**src/rtl/kwlc_pkg.sv**
```systemverilog
// ----------------------------------------------------------------------------
// kwlc_pkg
// shared types, codes and the keyword table of the line classifier
// ----------------------------------------------------------------------------
`default_nettype none

package kwlc_pkg;

  // one transfer on the byte channel
  typedef struct packed {
    logic [7:0] char_code;
    logic       end_of_input;
  } in_t;

  // one transfer on the result channel
  typedef struct packed {
    logic [1:0]  line_class;
    logic [4:0]  keyword_number;
    logic [15:0] span_length;
  } out_t;

  // line tracking phase
  typedef enum logic [1:0] {
    PH_START = 2'd0,
    PH_BLANK = 2'd1,
    PH_WORD  = 2'd2,
    PH_REST  = 2'd3
  } phase_e;

  // line class / verdict codes
  localparam logic [1:0] CLASS_BLANK   = 2'd0;
  localparam logic [1:0] CLASS_KEYWORD = 2'd1;
  localparam logic [1:0] CLASS_EXPR    = 2'd2;

  localparam logic [7:0] CHAR_TAB   = 8'd9;
  localparam logic [7:0] CHAR_LF    = 8'd10;
  localparam logic [7:0] CHAR_CR    = 8'd13;
  localparam logic [7:0] CHAR_SPACE = 8'd32;

  localparam logic [15:0] SPAN_MAX = 16'hFFFF;

  localparam int unsigned TABLE_SIZE = 32;

  // keyword text, right-justified, last character in the low byte
  localparam logic [71:0] KW_TEXT [TABLE_SIZE] = '{
    0:  72'("open"),
    1:  72'("close"),
    2:  72'("comment"),
    3:  72'("aside"),
    4:  72'("as"),
    5:  72'("literally"),
    6:  72'("decorator"),
    7:  72'("let"),
    8:  72'("increase"),
    9:  72'("decrease"),
    10: 72'("multiply"),
    11: 72'("divide"),
    12: 72'("enchant"),
    13: 72'("call"),
    14: 72'("if"),
    15: 72'("else"),
    16: 72'("for"),
    17: 72'("while"),
    default: 72'd0
  };

  // unused table slots have length zero and never match
  localparam logic [3:0] KW_LEN [TABLE_SIZE] = '{
    0: 4'd4, 1: 4'd5, 2: 4'd7, 3: 4'd5, 4: 4'd2, 5: 4'd9, 6: 4'd9, 7: 4'd3,
    8: 4'd8, 9: 4'd8, 10: 4'd8, 11: 4'd6, 12: 4'd7, 13: 4'd4, 14: 4'd2,
    15: 4'd4, 16: 4'd3, 17: 4'd5,
    default: 4'd0
  };

  // character at position pos of keyword k (only meaningful for pos < length)
  function automatic logic [7:0] kw_char(input logic [4:0] k, input logic [3:0] pos);
    logic [3:0]  back;
    logic [6:0]  sh;
    logic [71:0] shifted;
    back    = KW_LEN[k] - 4'd1 - pos;
    sh      = {back, 3'b000};
    shifted = KW_TEXT[k] >> sh;
    return shifted[7:0];
  endfunction

  function automatic logic is_letter(input logic [7:0] c);
    return ((c >= 8'h41) && (c <= 8'h5A)) || ((c >= 8'h61) && (c <= 8'h7A));
  endfunction

endpackage

`default_nettype wire

```
**src/rtl/kwlc_match.sv**
```systemverilog
// ----------------------------------------------------------------------------
// kwlc_match
// parallel keyword compare for one letter and end-of-word lookup
// ----------------------------------------------------------------------------
`default_nettype none

module kwlc_match #(
  parameter int unsigned KEYWORD_COUNT = 18,
  parameter int unsigned WLW           = 5
) (
  input  wire logic [KEYWORD_COUNT-1:0] alive_i,
  input  wire logic [WLW-1:0]           word_length_i,
  input  wire logic [7:0]               char_i,
  output logic      [KEYWORD_COUNT-1:0] alive_o,
  output logic                          hit_o,
  output logic      [4:0]               hit_index_o
);

  // per keyword: does the next letter continue the match
  always_comb begin
    for (int k = 0; k < KEYWORD_COUNT; k++) begin
      if ((word_length_i < WLW'(kwlc_pkg::KW_LEN[k])) &&
          (kwlc_pkg::kw_char(5'(k), word_length_i[3:0]) == char_i)) begin
        alive_o[k] = alive_i[k];
      end else begin
        alive_o[k] = 1'b0;
      end
    end
  end

  // lowest index still alive whose length equals the word length
  always_comb begin
    hit_o       = 1'b0;
    hit_index_o = '0;
    for (int k = KEYWORD_COUNT - 1; k >= 0; k--) begin
      if (alive_i[k] && (word_length_i == WLW'(kwlc_pkg::KW_LEN[k]))) begin
        hit_o       = 1'b1;
        hit_index_o = 5'(k);
      end
    end
  end

endmodule

`default_nettype wire

```
**src/rtl/kwlc_line.sv**
```systemverilog
// ----------------------------------------------------------------------------
// kwlc_line
// per-line state: phase, live keyword set, word and span counters
// ----------------------------------------------------------------------------
`default_nettype none

module kwlc_line #(
  parameter int unsigned MAX_WORD      = 31,
  parameter int unsigned KEYWORD_COUNT = 18
) (
  input  wire logic           clk_i,
  input  wire logic           rst_ni,
  input  wire logic           step_i,
  input  wire kwlc_pkg::in_t  data_i,
  output logic                emit_o,
  output kwlc_pkg::out_t      result_o
);

  localparam int unsigned WLW = $clog2(MAX_WORD + 1);

  kwlc_pkg::phase_e           phase_q, phase_d;
  logic [KEYWORD_COUNT-1:0]   alive_q, alive_d, alive_next;
  logic [WLW-1:0]             wlen_q, wlen_d;
  logic [15:0]                span_q, span_d, span_bump;
  logic [1:0]                 verdict_q, verdict_d;
  logic [4:0]                 index_q, index_d;
  logic                       hit;
  logic [4:0]                 hit_index;
  logic                       blank, letter, line_end;

  kwlc_match #(
    .KEYWORD_COUNT (KEYWORD_COUNT),
    .WLW           (WLW)
  ) u_match (
    .alive_i       (alive_q),
    .word_length_i (wlen_q),
    .char_i        (data_i.char_code),
    .alive_o       (alive_next),
    .hit_o         (hit),
    .hit_index_o   (hit_index)
  );

  assign blank     = (data_i.char_code == kwlc_pkg::CHAR_SPACE) ||
                     (data_i.char_code == kwlc_pkg::CHAR_TAB);
  assign line_end  = (data_i.char_code == kwlc_pkg::CHAR_LF) ||
                     (data_i.char_code == kwlc_pkg::CHAR_CR);
  assign letter    = kwlc_pkg::is_letter(data_i.char_code);
  assign span_bump = (span_q == kwlc_pkg::SPAN_MAX) ? span_q : span_q + 16'd1;

  always_comb begin
    phase_d   = phase_q;
    alive_d   = alive_q;
    wlen_d    = wlen_q;
    span_d    = span_q;
    verdict_d = verdict_q;
    index_d   = index_q;
    emit_o    = 1'b0;

    if (data_i.end_of_input) begin
      emit_o = (phase_q != kwlc_pkg::PH_START);
    end else if (line_end) begin
      emit_o = 1'b1;
    end else begin
      case (phase_q)
        kwlc_pkg::PH_START, kwlc_pkg::PH_BLANK: begin
          if (blank) begin
            phase_d = kwlc_pkg::PH_BLANK;
          end else begin
            span_d = 16'd1;
            if (letter) begin
              phase_d = kwlc_pkg::PH_WORD;
              alive_d = alive_next;
              wlen_d  = wlen_q + WLW'(1);
            end else begin
              verdict_d = kwlc_pkg::CLASS_EXPR;
              phase_d   = kwlc_pkg::PH_REST;
            end
          end
        end
        kwlc_pkg::PH_WORD: begin
          span_d = span_bump;
          if (letter) begin
            if (wlen_q >= WLW'(MAX_WORD)) begin
              verdict_d = kwlc_pkg::CLASS_EXPR;
              phase_d   = kwlc_pkg::PH_REST;
            end else begin
              alive_d = alive_next;
              wlen_d  = wlen_q + WLW'(1);
            end
          end else if (blank) begin
            verdict_d = hit ? kwlc_pkg::CLASS_KEYWORD : kwlc_pkg::CLASS_EXPR;
            index_d   = hit ? hit_index : index_q;
            phase_d   = kwlc_pkg::PH_REST;
          end else begin
            verdict_d = kwlc_pkg::CLASS_EXPR;
            phase_d   = kwlc_pkg::PH_REST;
          end
        end
        default: begin
          span_d = span_bump;
        end
      endcase
    end

    // a line end, or an end of input that closes a line, clears everything for the next line
    if (emit_o) begin
      phase_d   = kwlc_pkg::PH_START;
      alive_d   = '1;
      wlen_d    = '0;
      span_d    = '0;
      verdict_d = kwlc_pkg::CLASS_BLANK;
      index_d   = '0;
    end
  end

  // result as seen at the line end, resolving an open word
  always_comb begin
    result_o = '0;
    case (phase_q)
      kwlc_pkg::PH_WORD: begin
        result_o.line_class     = hit ? kwlc_pkg::CLASS_KEYWORD : kwlc_pkg::CLASS_EXPR;
        result_o.keyword_number = hit ? hit_index : 5'd0;
        result_o.span_length    = span_q;
      end
      kwlc_pkg::PH_REST: begin
        result_o.line_class     = verdict_q;
        result_o.keyword_number = (verdict_q == kwlc_pkg::CLASS_KEYWORD) ? index_q : 5'd0;
        result_o.span_length    = span_q;
      end
      default: begin
        result_o = '0;
      end
    endcase
  end

  always_ff @(posedge clk_i or negedge rst_ni) begin
    if (!rst_ni) begin
      phase_q   <= kwlc_pkg::PH_START;
      alive_q   <= '1;
      wlen_q    <= '0;
      span_q    <= '0;
      verdict_q <= kwlc_pkg::CLASS_BLANK;
      index_q   <= '0;
    end else if (step_i) begin
      phase_q   <= phase_d;
      alive_q   <= alive_d;
      wlen_q    <= wlen_d;
      span_q    <= span_d;
      verdict_q <= verdict_d;
      index_q   <= index_d;
    end
  end

endmodule

`default_nettype wire

```
**src/rtl/keyword_line_classifier.sv**
```systemverilog
// ----------------------------------------------------------------------------
// keyword_line_classifier
// byte stream line splitter and keyword-led line classifier
// ----------------------------------------------------------------------------
// usage:
//   in channel  : one byte (or an end-of-input mark) per transfer, valid/stall
//   out channel : one result per line end (LF, CR) or end of input that closes
//                 an open line; bytes inside a line give no result
//   path        : an input transfer goes through the input register, then the line
//                 state update into the result register, before its result is valid
//   throughput  : one byte per cycle while no line end waits on a stalled result; the
//                 per-line state takes each byte through the parallel keyword compare
//   stall       : a stalled result holds in the output register; bytes that do
//                 not end a line keep flowing past it, and the first line end
//                 waits in the input register until the result is taken
//   reset       : asynchronous, clears both registers' valid flags and puts
//                 the line state at line start with all keywords live
// ----------------------------------------------------------------------------
`default_nettype none

module keyword_line_classifier #(
  parameter int unsigned MAX_WORD      = 31,
  parameter int unsigned KEYWORD_COUNT = 18
) (
  input  wire logic           clk_i,
  input  wire logic           rst_ni,
  input  wire logic           in_valid_i,
  output logic                in_stall_o,
  input  wire kwlc_pkg::in_t  in_data_i,
  output logic                out_valid_o,
  input  wire logic           out_stall_i,
  output kwlc_pkg::out_t      out_data_o
);

  // input register
  logic           s1_valid_q;
  kwlc_pkg::in_t  s1_data_q;
  logic           s1_fire;

  // line state outputs
  logic           emit;
  kwlc_pkg::out_t result;

  // output register
  logic           out_valid_q;
  kwlc_pkg::out_t out_data_q;
  logic           out_free;

  // output slot can take a new result this cycle
  assign out_free = !out_valid_q || !out_stall_i;

  // a byte that ends a line needs a free output slot, others always go
  assign s1_fire    = s1_valid_q && (out_free || !emit);
  assign in_stall_o = s1_valid_q && !s1_fire;

  always_ff @(posedge clk_i or negedge rst_ni) begin
    if (!rst_ni) begin
      s1_valid_q <= 1'b0;
    end else if (!in_stall_o) begin
      s1_valid_q <= in_valid_i;
    end
  end

  always_ff @(posedge clk_i) begin
    if (in_valid_i && !in_stall_o) begin
      s1_data_q <= in_data_i;
    end
  end

  kwlc_line #(
    .MAX_WORD      (MAX_WORD),
    .KEYWORD_COUNT (KEYWORD_COUNT)
  ) u_line (
    .clk_i    (clk_i),
    .rst_ni   (rst_ni),
    .step_i   (s1_fire),
    .data_i   (s1_data_q),
    .emit_o   (emit),
    .result_o (result)
  );

  // result register, loaded only on a transfer that ends a line (line end or end of input)
  always_ff @(posedge clk_i or negedge rst_ni) begin
    if (!rst_ni) begin
      out_valid_q <= 1'b0;
    end else if (out_free) begin
      out_valid_q <= s1_fire && emit;
    end
  end

  always_ff @(posedge clk_i) begin
    if (out_free && s1_fire && emit) begin
      out_data_q <= result;
    end
  end

  assign out_valid_o = out_valid_q;
  assign out_data_o  = out_data_q;

endmodule

`default_nettype wire
```
**config.mk**
```make
export PLATFORM = sky130hd
export DESIGN_NAME = keyword_line_classifier
export DESIGN_NICKNAME = d
export VERILOG_FILES = /design/src/rtl/kwlc_pkg.sv /design/src/rtl/kwlc_match.sv /design/src/rtl/kwlc_line.sv /design/src/rtl/keyword_line_classifier.sv
export SDC_FILE = /design/constraint.sdc
export NUM_CORES = 1
export LEC_CHECK = 0
export BUFFER_PORTS_ARGS = -buffer_cell sky130_fd_sc_hd__buf_2
export CAP_MARGIN = 25
export CORE_ASPECT_RATIO = 1.25
export CORE_MARGIN = 1
export CORE_UTILIZATION = 40
export CTS_CLUSTER_DIAMETER = 120
export DETAILED_ROUTE_END_ITERATION = 8
export PLACE_DENSITY = 0.59
export SYNTH_ARGS = -nofsm -noshare
export SYNTH_HDL_FRONTEND = slang
export SYNTH_HIERARCHICAL = 1
export SYNTH_SLANG_ARGS = --single-unit
```
**constraint.sdc**
```tcl
create_clock -name clk_i -period 4.3 [get_ports clk_i]
set_clock_uncertainty 0.2 [all_clocks]
set_input_delay 0.215 -clock clk_i [delete_from_list [all_inputs] [get_ports clk_i]]
set_output_delay 0.215 -clock clk_i [all_outputs]
set_load 0.01 [all_outputs]
```
# ---- Word level (Yosys, flattened, before mapping)
# Index checks and enable logic that the tools add are counted.
dict set report totals {
  input_bits 13
  reg_bits 82
  word_cells 271
  out_inout_bits 25
}
dict set report op_classes {
  addsub 10
  n_shift 18
  magnitude_cmp 13
  n_mux 106
  n_reduce_logical 66
  n_eq_ne 45
}
# cell count
set op_table {}
lappend op_table {{$shr A63 B7 Y8 const A} 3}
lappend op_table {{$mux W5} 34}
lappend op_table {{$eq A8 B8 Y1} 18}
lappend op_table {{$shr A71 B7 Y8 const A} 2}
lappend op_table {{$mux W18} 7}
lappend op_table {{$shr A39 B7 Y8 const A} 3}
lappend op_table {{$shr A55 B7 Y8 const A} 2}
lappend op_table {{$mux W16} 6}
lappend op_table {{$shr A31 B7 Y8 const A} 3}
lappend op_table {{$shr A47 B7 Y8 const A} 1}
lappend op_table {{$pmux W23 S2} 1}
lappend op_table {{$shr A23 B7 Y8 const A} 2}
lappend op_table {{$logic_and A1 B1 Y1} 44}
lappend op_table {{$mux W1} 39}
lappend op_table {{$pmux W18 S2} 1}
lappend op_table {{$mux W2} 15}
lappend op_table {{$shr A15 B7 Y8 const A} 2}
lappend op_table {{$eq A8 B4 Y1 const B} 3}
lappend op_table {{$eq A5 B3 Y1 const B} 4}
lappend op_table {{$lt A5 B3 Y1 const B} 4}
lappend op_table {{$add A16 B1 Y16 const B} 1}
lappend op_table {{$eq A16 B16 Y1 const B} 1}
lappend op_table {{$ge A8 B7 Y1 const B} 2}
lappend op_table {{$le A8 B7 Y1 const B} 2}
lappend op_table {{other kinds (29)} 58}

# ---- Depth between registers and ports, before layout
# Gate-level depths: netlist (run 1).
dict set report depth {
  ltp_word 27
  ltp_mapped 17
}

# ---- Modules after synthesis
# Netlist (run 1), hierarchy kept.
# mod area_per_inst_um2 cells_per_inst seq_area_each_um2 instances
set by_module_without_submodules {}
lappend by_module_without_submodules {kwlc_line 3030.4 295 1223.7 1}
lappend by_module_without_submodules {kwlc_match 2716.4 423 0.0 1}
lappend by_module_without_submodules {keyword_line_classifier 1066.0 44 1011.0 1}

# ---- Worst setup path before layout (run 1)
# Ideal clock, no wire load.
dict set report synth_path {
  path_type {register to register}
  start {register u_line.wlen_q[1]}
  end {register u_line.index_q[0]}
  n_path_buf 4
  required_time_ps 4033
  synth_period_minus_slack_ps 3614
  t_arrival_ps 3347
  stages_incl_launch_ff 18
  slack_ps 686
  cell_sequence {dfrtp_1 > clkbuf_1 > inv_1 > ha_1 > clkbuf_1 > inv_1 > nor4_2 > o31ai_1 > nand2_1 > nor2_1 > nand4_1 > and3b_1 > clkbuf_1 > inv_1 > nor2_1 > and2_1 > clkbuf_1 > a22o_1}
}
# item line_no
set synth_rtl {}
lappend synth_rtl {{start: declaration} kwlc_line.sv:23} ;# logic [WLW-1:0] wlen_q, wlen_d;
lappend synth_rtl {{start signal: assignment} kwlc_line.sv:147} ;# wlen_q <= wlen_d;
lappend synth_rtl {{$eq A5 B3 Y1} kwlc_match.sv:36} ;# if (alive_i[k] && (word_length_i == WLW'(kwlc_pkg::KW_LEN[k]))) begin
lappend synth_rtl {{$logic_and A1 B1 Y1} kwlc_match.sv:36}
lappend synth_rtl {{$mux W1 (17 in a row)} kwlc_match.sv:36}
lappend synth_rtl {{$mux W1 *} kwlc_match.sv:36}
lappend synth_rtl {{net u_line.hit} kwlc_line.sv:27} ;# logic hit;
lappend synth_rtl {{$reduce_bool A2 Y1 (no line) *} n/a}
lappend synth_rtl {{$reduce_and A7 Y1 (no line) *} n/a}
lappend synth_rtl {{end signal: assignment} kwlc_line.sv:150} ;# index_q <= index_d;
lappend synth_rtl {{end: declaration} kwlc_line.sv:26} ;# logic [4:0] index_q, index_d;
# Mark *: on every way through the listed nets, which the timed path passes. The rest lies on a longest branch. The select of a mux whose other input is x is not followed.
# A chain may end at the register's enable or synchronous reset.

# ---- Worst setup path after layout (run 1)
dict set report layout_path {
  start {register s1_data_q[2] (netlist name)}
  end {register u_line.span_q[0]}
}
dict set report layout_via {
  elab_chain_len 8
}
# item line_no
set layout_lines {}
lappend layout_lines {{start: declaration} keyword_line_classifier.sv:37} ;# kwlc_pkg::in_t s1_data_q;
lappend layout_lines {{start signal: assignment} keyword_line_classifier.sv:66} ;# s1_data_q <= in_data_i;
lappend layout_lines {{$eq A8 B4 Y1, on equally long branches} {kwlc_line.sv:45, kwlc_line.sv:46}}
lappend layout_lines {{$logic_or A1 B1 Y1 *} kwlc_line.sv:45} ;# assign line_end = (data_i.char_code == kwlc_pkg::CHAR_LF) ||
lappend layout_lines {{$mux W1 *} kwlc_line.sv:61} ;# end else if (line_end) begin
lappend layout_lines {{$mux W1 *} kwlc_line.sv:59} ;# if (data_i.end_of_input) begin
lappend layout_lines {{net emit} keyword_line_classifier.sv:41} ;# logic emit;
lappend layout_lines {{$logic_not A1 Y1 *} keyword_line_classifier.sv:53} ;# assign s1_fire = s1_valid_q && (out_free || !emit);
lappend layout_lines {{$logic_or A1 B1 Y1 *} keyword_line_classifier.sv:53}
lappend layout_lines {{$logic_and A1 B1 Y1 *} keyword_line_classifier.sv:53}
lappend layout_lines {{net s1_fire} keyword_line_classifier.sv:38} ;# logic s1_fire;
lappend layout_lines {{$reduce_and A5 Y1 (no line) *} n/a}
lappend layout_lines {{end signal: assignment} kwlc_line.sv:148} ;# span_q <= span_d;
lappend layout_lines {{end: declaration} kwlc_line.sv:24} ;# logic [15:0] span_q, span_d, span_bump;
# Mark *: on every way through the listed nets, which the timed path passes. The rest lies on a longest branch.

==> results.py, run 1 <==
metrics = {
    "placement": {
        "portBuffers": 37,
        "post-dp-hpwl_um": 14000,
        "gp_congestion": 0.925,
        "pre_cts_ws_ps": 827,
    },
    "drt": {
        "vias": 6285,
        "routed_wl_um": 19900,
        "ant_nets": 0,
        "drc": 0,
        "wl_per_cell_um": 19.6,
        "first_pass_iters": 5,
        "drt_iter0_drc": 570,
        "via_per_inst": 6.19,
    },
    "global_route": {
        "grt_pass1_vias": 5993,
        "grt_first_pass_wirelength_um": 32400,
        "grt.total_usage_pct": 23.1,
        "antenna_found_initial": 0,
        "grt_max_degree": 51,
        "grt-ovfl-total": 0,
    },
    "power": {
        "leakagePower_uw": 0.00292,
        "ir_drop_mv": 0.433,
        "cellPowerDensity_mw_per_mm2": 604,
        "finalPower_uw": 4600,
    },
    "cts": {
        "clkLatencyLatePin_ps": 340,
        "post_cts_buffers": 0,
        "clk_path_buf_depth": 2,
        "ctsResizeCount": 0,
        "clock-root-buffer": "clkbuf_16",
        "numCtsBuffers": 9,
        "postCtsHoldBufs": 13,
        "path_clk_slew_ps": 70,
        "tritoncts": "done",
        "htree_levels": 3,
        "clock_sinks": 82,
    },
    "yosys": {
        "yosysTopAreaCell": "edfxtp_1",
        "synth_nets": 801,
        "synthTopCellsByArea": "edfxtp_1 14%, dfrtp_1 12%, dfstp_2 6.9%, xnor2_1 4.9%, ha_1 4.8%",
        "synth_seq_cells": 82,
        "syn_area_sq_mm": 0.00681,
        "ys_warn_count": 6,
        "synthFlopType": "edfxtp_1",
        "ys_types": 96,
        "synth_top_cell_area_share_pct": 14.1,
        "avgSynthCellArea_sq_um": 8.94,
        "synth_cells": 762,
        "synth_edf_count": 32,
        "ys_seq_area_share_pct": 32.8,
        "async_flop_share_pct": 61.0,
    },
    "worst_setup_path": {
        "setup.worst_path.end_class": "flip-flop",
        "crit_arrival_ps": 3600,
        "start_kind": "flip-flop",
        "worst_ep_required_time_ps": 4330,
        "critical_path_class": "reg -> reg",
        "critical_path.max_fanout": 26,
    },
    "outcome": {
        "status": "finished, final reports clean",
    },
    "sta": {
        "slew_headroom_pct": 38.3,
        "slew_viol_final": 0,
        "rsz0062_at_grt": "false",
        "max_freq_mhz": 281,
        "hold_viol": 0,
        "finalWorstSetupSlack_ps": 738,
        "fin_crit_ps": 3560,
        "finalSetupTns_ps": 0,
        "tightest_slew_ps": 922,
        "post-route-period-util_pct": 82.8,
        "finalSetupViolCount": 0,
    },
    "die": {
        "die_area_sq_mm": 0.0176,
        "die_width_um": 119,
        "coreArea_sq_mm": 0.0167,
        "io_pins": 38,
        "num_rows": 53,
        "fp.dieH_um": 148,
        "start_util_pct": 40.8,
    },
    "layout": {
        "antenna_cells": 0,
        "fin_nets": 830,
        "final_layout_size_suffix_gt1_share_pct": 18.1,
        "syn_to_final_growth_pct": 12.0,
        "multi_input_area_sq_mm": 0.00423,
        "seq_area_sq_mm": 0.00223,
        "fin_util_pct": 45.6,
        "fillers": 1648,
    },
    "worst_hold_path": {
        "min_path_type": "in -> async",
    },
    "run": {
        "drv_cap": 0,
    },
}
cell usage after synthesis (all sizes together), types with 12 or more instances:
cell	instances
o21ai	43
nor2	40
edfxtp	32
and2	23
a211o	19
nand4	12
xnor2	39
nor4	16
dfrtp	32
clkbuf	30
and3	12
ha	26
nand3	21
inv	29
a21oi	57
buf	20
o221a	18
a31oi	21
dfstp	18
nand2	63
nor3	31
final cells by class:
class,instances,area share [%]
sequential,82,29.3
clock inverter,7,1.33
timing repair buffer,68,5.91
clock buffer,9,2.95
multi-input combinational,601,55.4
tap,220,3.61
inverter,29,1.46
kinds of logic after synthesis:
kind of cell | Yosys count | synth area share [%]
DFF | 82 | 32.8
muxes | 16 | 2.44
AOI/OAI and AO/OA | 247 | 26.9
and+or+nand+nor | 270 | 22.4
xor gates and xnor gates | 42 | 5.51
adders and majority gates | 26 | 4.77
buffers and inverters | 79 | 5.18
report_power, final:
part | internal, uW | leakage, uW | switching, uW
Sequential | 1060 | 0.000921 | 241
Combinational | 1010 | 0.00184 | 1450
Clock | 515 | 0.000158 | 327
sequential cells by signal, summed over array words and instances (netlist names):
register / count
u_line/span_q: 16
s1_valid_q: 1
s1_data_q: 9
u_line/alive_q: 18
u_line/wlen_q: 5
u_line/phase_q: 2
out_data_o: 23
u_line/verdict_q: 2
u_line/index_q: 5
out_valid_o: 1
critical path: stages (launching register included):
cell,delay [ps]
edfxtp_1,750
and3b_4,300
o2111ai_2,290
and2_4,250
inv_4,120
a31oi_1,350
o31a_1,230
o31a_1,470
o21ai_1,190
mux2_2,300
stage by stage:
stage | cells | hold WS (ps) | area [sq um]
floorplan | 762 | -281 | 6810
global placement | 987 | 167 | 7170
detailed placement | 987 | 175 | 7170
CTS | 1016 | 313 | 7630
global route | 1016 | 329 | 7630
finish | 1016 | 308 | 7630
cell usage in the layout, fill, tap and decap left out, types with 19 or more instances in the layout:
master    count
o21ai_0      34
nor3_1       28
nor2_1       39
a21oi_1      54
inv_1        26
a211o_1      19
ha_1         26
edfxtp_1     32
xnor2_1      38
nand2_1      63
a31oi_1      21
buf_2        37
dfrtp_1      32
and2_1       22
final timing paths:
kind	startpoint	endpoint	slack [ps]	depth (start not counted)
min in group clk_i	u_line/span_q[9]	u_line/span_q[9]	310	1
setup / recovery	s1_data_q[2]	u_line/span_q[0]	740	9
hold reg to reg	u_line/span_q[9]	u_line/span_q[9]	310	1
setup reg to reg	s1_data_q[2]	u_line/span_q[0]	740	9
max in group asynchronous	rst_ni	u_line/index_q[1]	3140	3
hold / removal	rst_ni	u_line/span_q[2]	310	3
per-layer routing:
layer	up-vias	track usage, %	part of all wire, %
met4	0	8.67	2.7
li1	2965	-	-
met3	39	3.01	4.7
met1	3071	29.1	43
met2	210	40.0	50
met5	-	0	0
Power figures use the tool's default switching activity.
==> run 2, diff against run 1 <==
--- a/config.mk
+++ b/config.mk
@@ -12,7 +12,7 @@
 export CORE_UTILIZATION = 40
 export CTS_CLUSTER_DIAMETER = 120
 export DETAILED_ROUTE_END_ITERATION = 8
-export PLACE_DENSITY = 0.59
+export PLACE_DENSITY = 0.61
 export SYNTH_ARGS = -nofsm -noshare
 export SYNTH_HDL_FRONTEND = slang
 export SYNTH_HIERARCHICAL = 1
==> constraint.sdc (replaced) <==
create_clock -name clk_i -period 3 [get_ports clk_i]
set_clock_uncertainty 0.2 [all_clocks]
set_input_delay 0.15 -clock clk_i [delete_from_list [all_inputs] [get_ports clk_i]]
set_output_delay 0.15 -clock clk_i [all_outputs]
set_load 0.01 [all_outputs]
==> run 2 against run 1 <==
  * Core utilization up 2.2 points
  * Clock power rose by 45%
  * Global-route usage increased by 0.78 points
==> results.py, run 2 (synthesis results as in run 1) <==
metrics = {
    "outcome": {
        "status": "finished, final reports clean",
    },
    "sta": {
        "fin_hold_ws_ps": 310,
        "slew_headroom_pct": 52.6,
        "tightest_slew_ps": 704,
        "finalSetupViolCount": 0,
        "hold_viol": 0,
        "fin_crit_ps": 2900,
        "slew_viol_final": 0,
        "rsz0062_at_grt": "true",
        "post-route-period-util_pct": 96.6,
        "finalWorstSetupSlack_ps": 102,
        "max_freq_mhz": 345,
    },
    "worst_setup_path": {
        "slowest_delay_ps": 480,
        "cp_slowest_cell": "dfrtp_2",
        "timing.critical_path.cells": "buf_4 > ha_1 > and4b_1 > a31oi_2 > nand2_1 > nor2_1 > nand4_1 > and3b_2 > inv_1 > nor2_2 > and2_1 > a22o_1",
        "critical_path.max_fanout": 7,
        "critical_path_class": "reg -> reg",
        "setup.worst_path.end_class": "flip-flop",
        "crit_arrival_ps": 2920,
        "worst_ep_required_time_ps": 3030,
        "start_kind": "flip-flop",
    },
    "drt": {
        "drc": 0,
        "ant_nets": 0,
        "vias": 6523,
        "first_pass_iters": 5,
        "wl_per_cell_um": 19.6,
        "drt_iter0_drc": 620,
        "via_per_inst": 6.21,
        "routed_wl_um": 20500,
    },
    "power": {
        "cellPowerDensity_mw_per_mm2": 864,
        "p_comb_share_pct": 55.6,
        "leakagePower_uw": 0.00309,
        "clockPowerShare_pct": 17.7,
        "p_int_uw": 3870,
        "swShare_pct": 43.9,
        "ir_drop_mv": 0.607,
        "power.switching_uw": 3030,
        "power_frac_seq_pct": 26.7,
    },
    "placement": {
        "gp_congestion": 0.949,
        "portBuffers": 37,
        "post-dp-hpwl_um": 14700,
        "pre_cts_ws_ps": 81.2,
    },
    "layout": {
        "syn_to_final_growth_pct": 17.3,
        "final_cell_mix": "63 x nand2_1, 53 x a21oi_1, 47 x buf_4",
        "final_layout_size_suffix_gt1_share_pct": 23.3,
        "final_common_cell": "nand2_1",
        "antenna_cells": 0,
        "fin_nets": 864,
        "largest_reg_flops": 23,
    },
    "global_route": {
        "antenna_found_initial": 0,
        "top_usage_layer": "met2",
        "use_met3_pct": 2.47,
        "grtUsageMet1_pct": 28.4,
        "grt-ovfl-total": 0,
        "grt_max_degree": 44,
        "grt_first_pass_wirelength_um": 33100,
        "grt_pass1_vias": 6391,
        "grt.total_usage_pct": 23.8,
        "grt_util_met2_pct": 41.1,
    },
    "die": {
        "start_util_pct": 40.8,
        "die_width_um": 119,
        "fp.dieH_um": 148,
        "io_pins": 38,
        "coreArea_sq_mm": 0.0167,
        "num_rows": 53,
        "die_area_sq_mm": 0.0176,
    },
    "cts": {
        "numCtsBuffers": 9,
        "clkLatencyLatePin_ps": 350,
        "tritoncts": "done",
        "clk_path_buf_depth": 2,
        "clock-root-buffer": "clkbuf_16",
        "htree_levels": 3,
        "clock_sinks": 82,
        "path_clk_slew_ps": 70,
    },
    "worst_hold_path": {
        "min_path_type": "in -> reg",
    },
    "run": {
        "drv_cap": 0,
    },
}
[run 2: area by class of cell]
class	instances	area (sq um)
clock inverters	6	77.6
inverters	29	115
multi-input cells	601	4300
clock buffers	10	250
repair buffers	102	729
well taps	220	275
flip-flops and latches	82	2240
fillers	1593	8720
[run 2: critical path: cells and delay by family, from the launching register on]
kind            cells  cell delay (ps)
compound gates      2              400
fa+ha+maj           1              240
buf+inv             2              270
flops               1              480
simple gates        7             1190
[run 2: path summary, 6_finish.rpt]
| check | start | to | slack, ps | depth (start not counted) |
|---|---|---|---|---|
| setup reg to reg | u_line/wlen_q[2] | u_line/index_q[0] | 100 | 12 |
| setup / recovery | u_line/wlen_q[2] | u_line/index_q[0] | 100 | 12 |
| max in group asynchronous | rst_ni | u_line/alive_q[9] | 1350 | 5 |
| hold reg to reg | u_line/span_q[13] | u_line/span_q[13] | 310 | 1 |
| min in group asynchronous | rst_ni | u_line/span_q[6] | 510 | 3 |
| hold / removal | in_data_i[6] | s1_data_q[6] | 310 | 2 |
[run 2: stage by stage]
| step | cells | instance area [sq um] | total power (uW) | util [%] | TNS, ps |
|---|---|---|---|---|---|
| 6_report | 1050 | 7990 | 6900 | 47.8 | 0 |
| 5_1_grt | 1050 | 7990 | 7330 | 47.8 | -47.6 |
| 4_1_cts | 1046 | 7880 | 6790 | 47.2 | 0 |
| 3_5_place_dp | 1017 | 7420 | 5540 | 44.4 | 0 |
| 3_3_place_gp | 1017 | 7420 | 5450 | 44.4 | 0 |
| 2_1_floorplan | 762 | 6850 | 4510 | - | -124 |
[run 2: routing by layer]
layer / vias to the layer above / routed length [um]
li1: 3036 / -
met1: 3144 / 8390
met2: 271 / 10000
met3: 72 / 1140
met4: 0 / 1000
met5: - / 0
[run 2: repair_timing]
item                                    CTS  global route
endpoints found under the setup margin    0            18
hold buffers                             13             1
resized for setup                         0            13
hold endpoints to repair                 43             6
buffers inserted                          0             2
[run 2: power groups by stage]
stage	clock network (uW)	registers (uW)	logic [uW]
after floorplan	0	1780	2730
after global placement	0	1850	3600
after detailed placement	0	1860	3690
after CTS	1240	1840	3720
after global routing	1280	1870	4180
final	1220	1850	3840
==> run 3, diff against run 2 <==
--- a/config.mk
+++ b/config.mk
@@ -5,6 +5,7 @@
 export SDC_FILE = /design/constraint.sdc
 export NUM_CORES = 1
 export LEC_CHECK = 0
+export ABC_AREA = 1
 export BUFFER_PORTS_ARGS = -buffer_cell sky130_fd_sc_hd__buf_2
 export CAP_MARGIN = 25
 export CORE_ASPECT_RATIO = 1.25
==> run 3 against run 2 <==
  * Register-to-register slack better by 110 ps
  * Clock power fell by 4%
  * Routed wire length increased by 5.0%
==> results.py, run 3 <==
metrics = {
    "yosys": {
        "synth_mux_area_share_pct": 0,
        "yosysTopAreaCell": "nand2_1",
        "ys_warn_count": 6,
        "ys_types": 52,
        "yosys.area_share.simple_pct": 38.0,
        "synth_adder_area_share_pct": 4.74,
        "synth_edf_count": 32,
        "synth_compound_area_share_pct": 11.7,
        "synth_cells": 993,
        "syn_area_sq_mm": 0.00686,
        "yosysMostFrequentCell": "nand2_1",
        "ys_top_cells_by_count": "277 x nand2_1, 112 x nor2_1, 99 x inv_1",
        "avgSynthCellArea_sq_um": 6.90,
        "synth_top_cell_area_share_pct": 15.2,
        "ys_seq_area_share_pct": 32.6,
        "async_flop_share_pct": 61.0,
        "synth_seq_cells": 82,
        "synthTopCellsByArea": "nand2_1 15%, edfxtp_1 14%, dfrtp_1 12%, nand3_1 7.1%, dfstp_2 6.9%",
        "synth_nets": 1032,
        "synth_xor_area_share_pct": 3.94,
        "synthFlopType": "edfxtp_1",
        "synth_top_family_by_area": "simple AND/OR/NAND/NOR gates",
    },
    "sta": {
        "hold_viol": 0,
        "tightest_slew_ps": 538,
        "rsz0062_at_grt": "true",
        "max_freq_mhz": 359,
        "fin_crit_ps": 2790,
        "slew_viol_final": 0,
        "fin_hold_ws_ps": 276,
        "post-route-period-util_pct": 92.9,
        "finalSetupViolCount": 0,
        "slew_headroom_pct": 64.0,
    },
    "layout": {
        "fin_nets": 1105,
        "fin_util_pct": 47.4,
        "largest_reg_flops": 23,
        "final_layout_size_suffix_gt1_share_pct": 17.1,
        "final_common_cell": "nand2_1",
        "final_cell_mix": "277 x nand2_1, 110 x nor2_1, 99 x inv_1",
        "antenna_cells": 0,
        "syn_to_final_growth_pct": 16.1,
    },
    "die": {
        "die_area_sq_mm": 0.0177,
        "coreArea_sq_mm": 0.0168,
        "start_util_pct": 40.9,
        "io_pins": 38,
        "fp.dieH_um": 148,
        "num_rows": 53,
        "die_width_um": 119,
    },
    "worst_setup_path": {
        "reg2regPathDepth": 13,
        "timing.critical_path.cells": "buf_4 > ha_1 > ha_1 > inv_1 > nand2_1 > nor3_2 > nor2_1 > o21ai_1 > o211ai_1 > nor4_2 > or2_2 > nand3_1 > nand2_1",
        "setup.worst_path.end_class": "flip-flop",
        "crit_family": "simple AND/OR/NAND/NOR gates",
        "worst_ep_required_time_ps": 3090,
        "crit_arrival_ps": 2880,
        "start_kind": "flip-flop",
        "crit_buf_inv": 2,
        "critical_path.max_fanout": 7,
        "critical_path_class": "reg -> reg",
        "r2r_start": "u_line/wlen_q[1]",
        "slowest_delay_ps": 460,
        "cp_slowest_cell": "dfrtp_2",
        "r2r_slack_ps": 210,
        "r2r-end": "u_line/alive_q[16]",
    },
    "cts": {
        "clock_sinks": 82,
        "clock-root-buffer": "clkbuf_16",
        "htree_levels": 3,
        "tritoncts": "done",
        "numCtsBuffers": 9,
        "path_clk_slew_ps": 70,
        "clk_path_buf_depth": 2,
        "clkLatencyLatePin_ps": 350,
    },
    "drt": {
        "via_per_inst": 5.42,
        "drc": 0,
        "wl_per_cell_um": 16.7,
        "drt_iter0_drc": 421,
        "first_pass_iters": 5,
        "vias": 6994,
        "ant_nets": 0,
        "routed_wl_um": 21600,
    },
    "power": {
        "cellPowerDensity_mw_per_mm2": 857,
        "ir_drop_mv": 0.423,
        "leakagePower_uw": 0.00375,
    },
    "worst_hold_path": {
        "hold_path_depth": 2,
        "min_path_type": "reg -> reg",
        "min_from": "u_line/alive_q[14]",
        "min_to": "u_line/alive_q[14]",
    },
    "placement": {
        "post-dp-hpwl_um": 15700,
        "gp_congestion": 0.957,
        "portBuffers": 37,
    },
    "global_route": {
        "grt-ovfl-total": 0,
        "grt.total_usage_pct": 25.6,
        "antenna_found_initial": 0,
        "grt_first_pass_wirelength_um": 35200,
        "grt_max_degree": 40,
        "grt_pass1_vias": 6825,
    },
    "run": {
        "drv_cap": 0,
    },
    "outcome": {
        "status": "finished, final reports clean",
    },
}
-- run 3: cell count changes in the layout (fill, tap and decap cells not counted), sizes merged, moves of 25 or more --
cell / previous run / this run
nand2: 63 / 283
nand3: 21 / 101
nor2: 40 / 121
inv: 31 / 116
xor2: 3 / 28
a21oi: 57 / 21
xnor2: 39 / 2
-- run 3: worst max-delay path by stage --
stage                startpoint            endpoint  slack [ps]  cells after the start
2_1_floorplan  u_line/wlen_q[0]   u_line/alive_q[5]           9                     15
6_report       u_line/wlen_q[1]  u_line/alive_q[16]         210                     13
5_1_grt        u_line/wlen_q[1]  u_line/alive_q[16]         -40                     13
3_5_place_dp   u_line/wlen_q[2]  u_line/alive_q[14]         190                     13
3_3_place_gp   u_line/wlen_q[2]  u_line/alive_q[14]         250                     13
4_1_cts        u_line/wlen_q[2]  u_line/alive_q[14]         170                     13
-- run 3: worst min-delay path: stages (launching register included) --
cell     delay (ps)
dfstp_2         380
nand2_1          60
nand2_1          40
-- run 3: routing by layer --
metal	share of wire, %	GRT usage (%)
met1	41	30.6
met2	50	44.2
met3	5.6	3.80
met4	4.1	13.6
met5	0	0
-- run 3: report_power, final --
part | internal (uW) | switching [uW] | total [uW]
logic | 1360 | 2580 | 3930
registers | 1470 | 247 | 1720
clock network | 660 | 513 | 1170
total | 3490 | 3340 | 6820
-- run 3: kinds of logic after synthesis --
group,Yosys count
AO/OA/AOI/OAI,128
XOR/XNOR,30
buffers and inverters,149
AND/OR/NAND/NOR,578
adder cells (fa/ha/maj),26
flip-flops,82
-- run 3: cell type report --
type,count,area [sq um]
tap,220,275
sequential,82,2240
clock inverter,7,82.6
multi-input combinational,762,4020
clock buffer,9,225
fill,1727,8820
timing repair buffer,97,696
inverter,114,428
-- run 3: stage by stage --
stage                     setup TNS [ps]  total power, uW  area [sq um]  instances  setup WS (ps)
after floorplan                        0             4450          6860        993           9.30
after detailed placement               0             5570          7480       1260            186
after global placement                 0             5540          7480       1260            248
final                                  0             6820          7960       1291            213
after CTS                              0             6780          7920       1289            165
after global routing               -41.0             7400          7960       1291          -41.0
-- run 3: repair_timing --
| action | CTS | global route |
|---|---|---|
| setup endpoints to repair | 0 | 9 |
| resized for setup | 0 | 4 |
| hold endpoints to repair | 43 | 1 |
| hold buffers | 13 | 1 |
| buffers inserted | 0 | 0 |
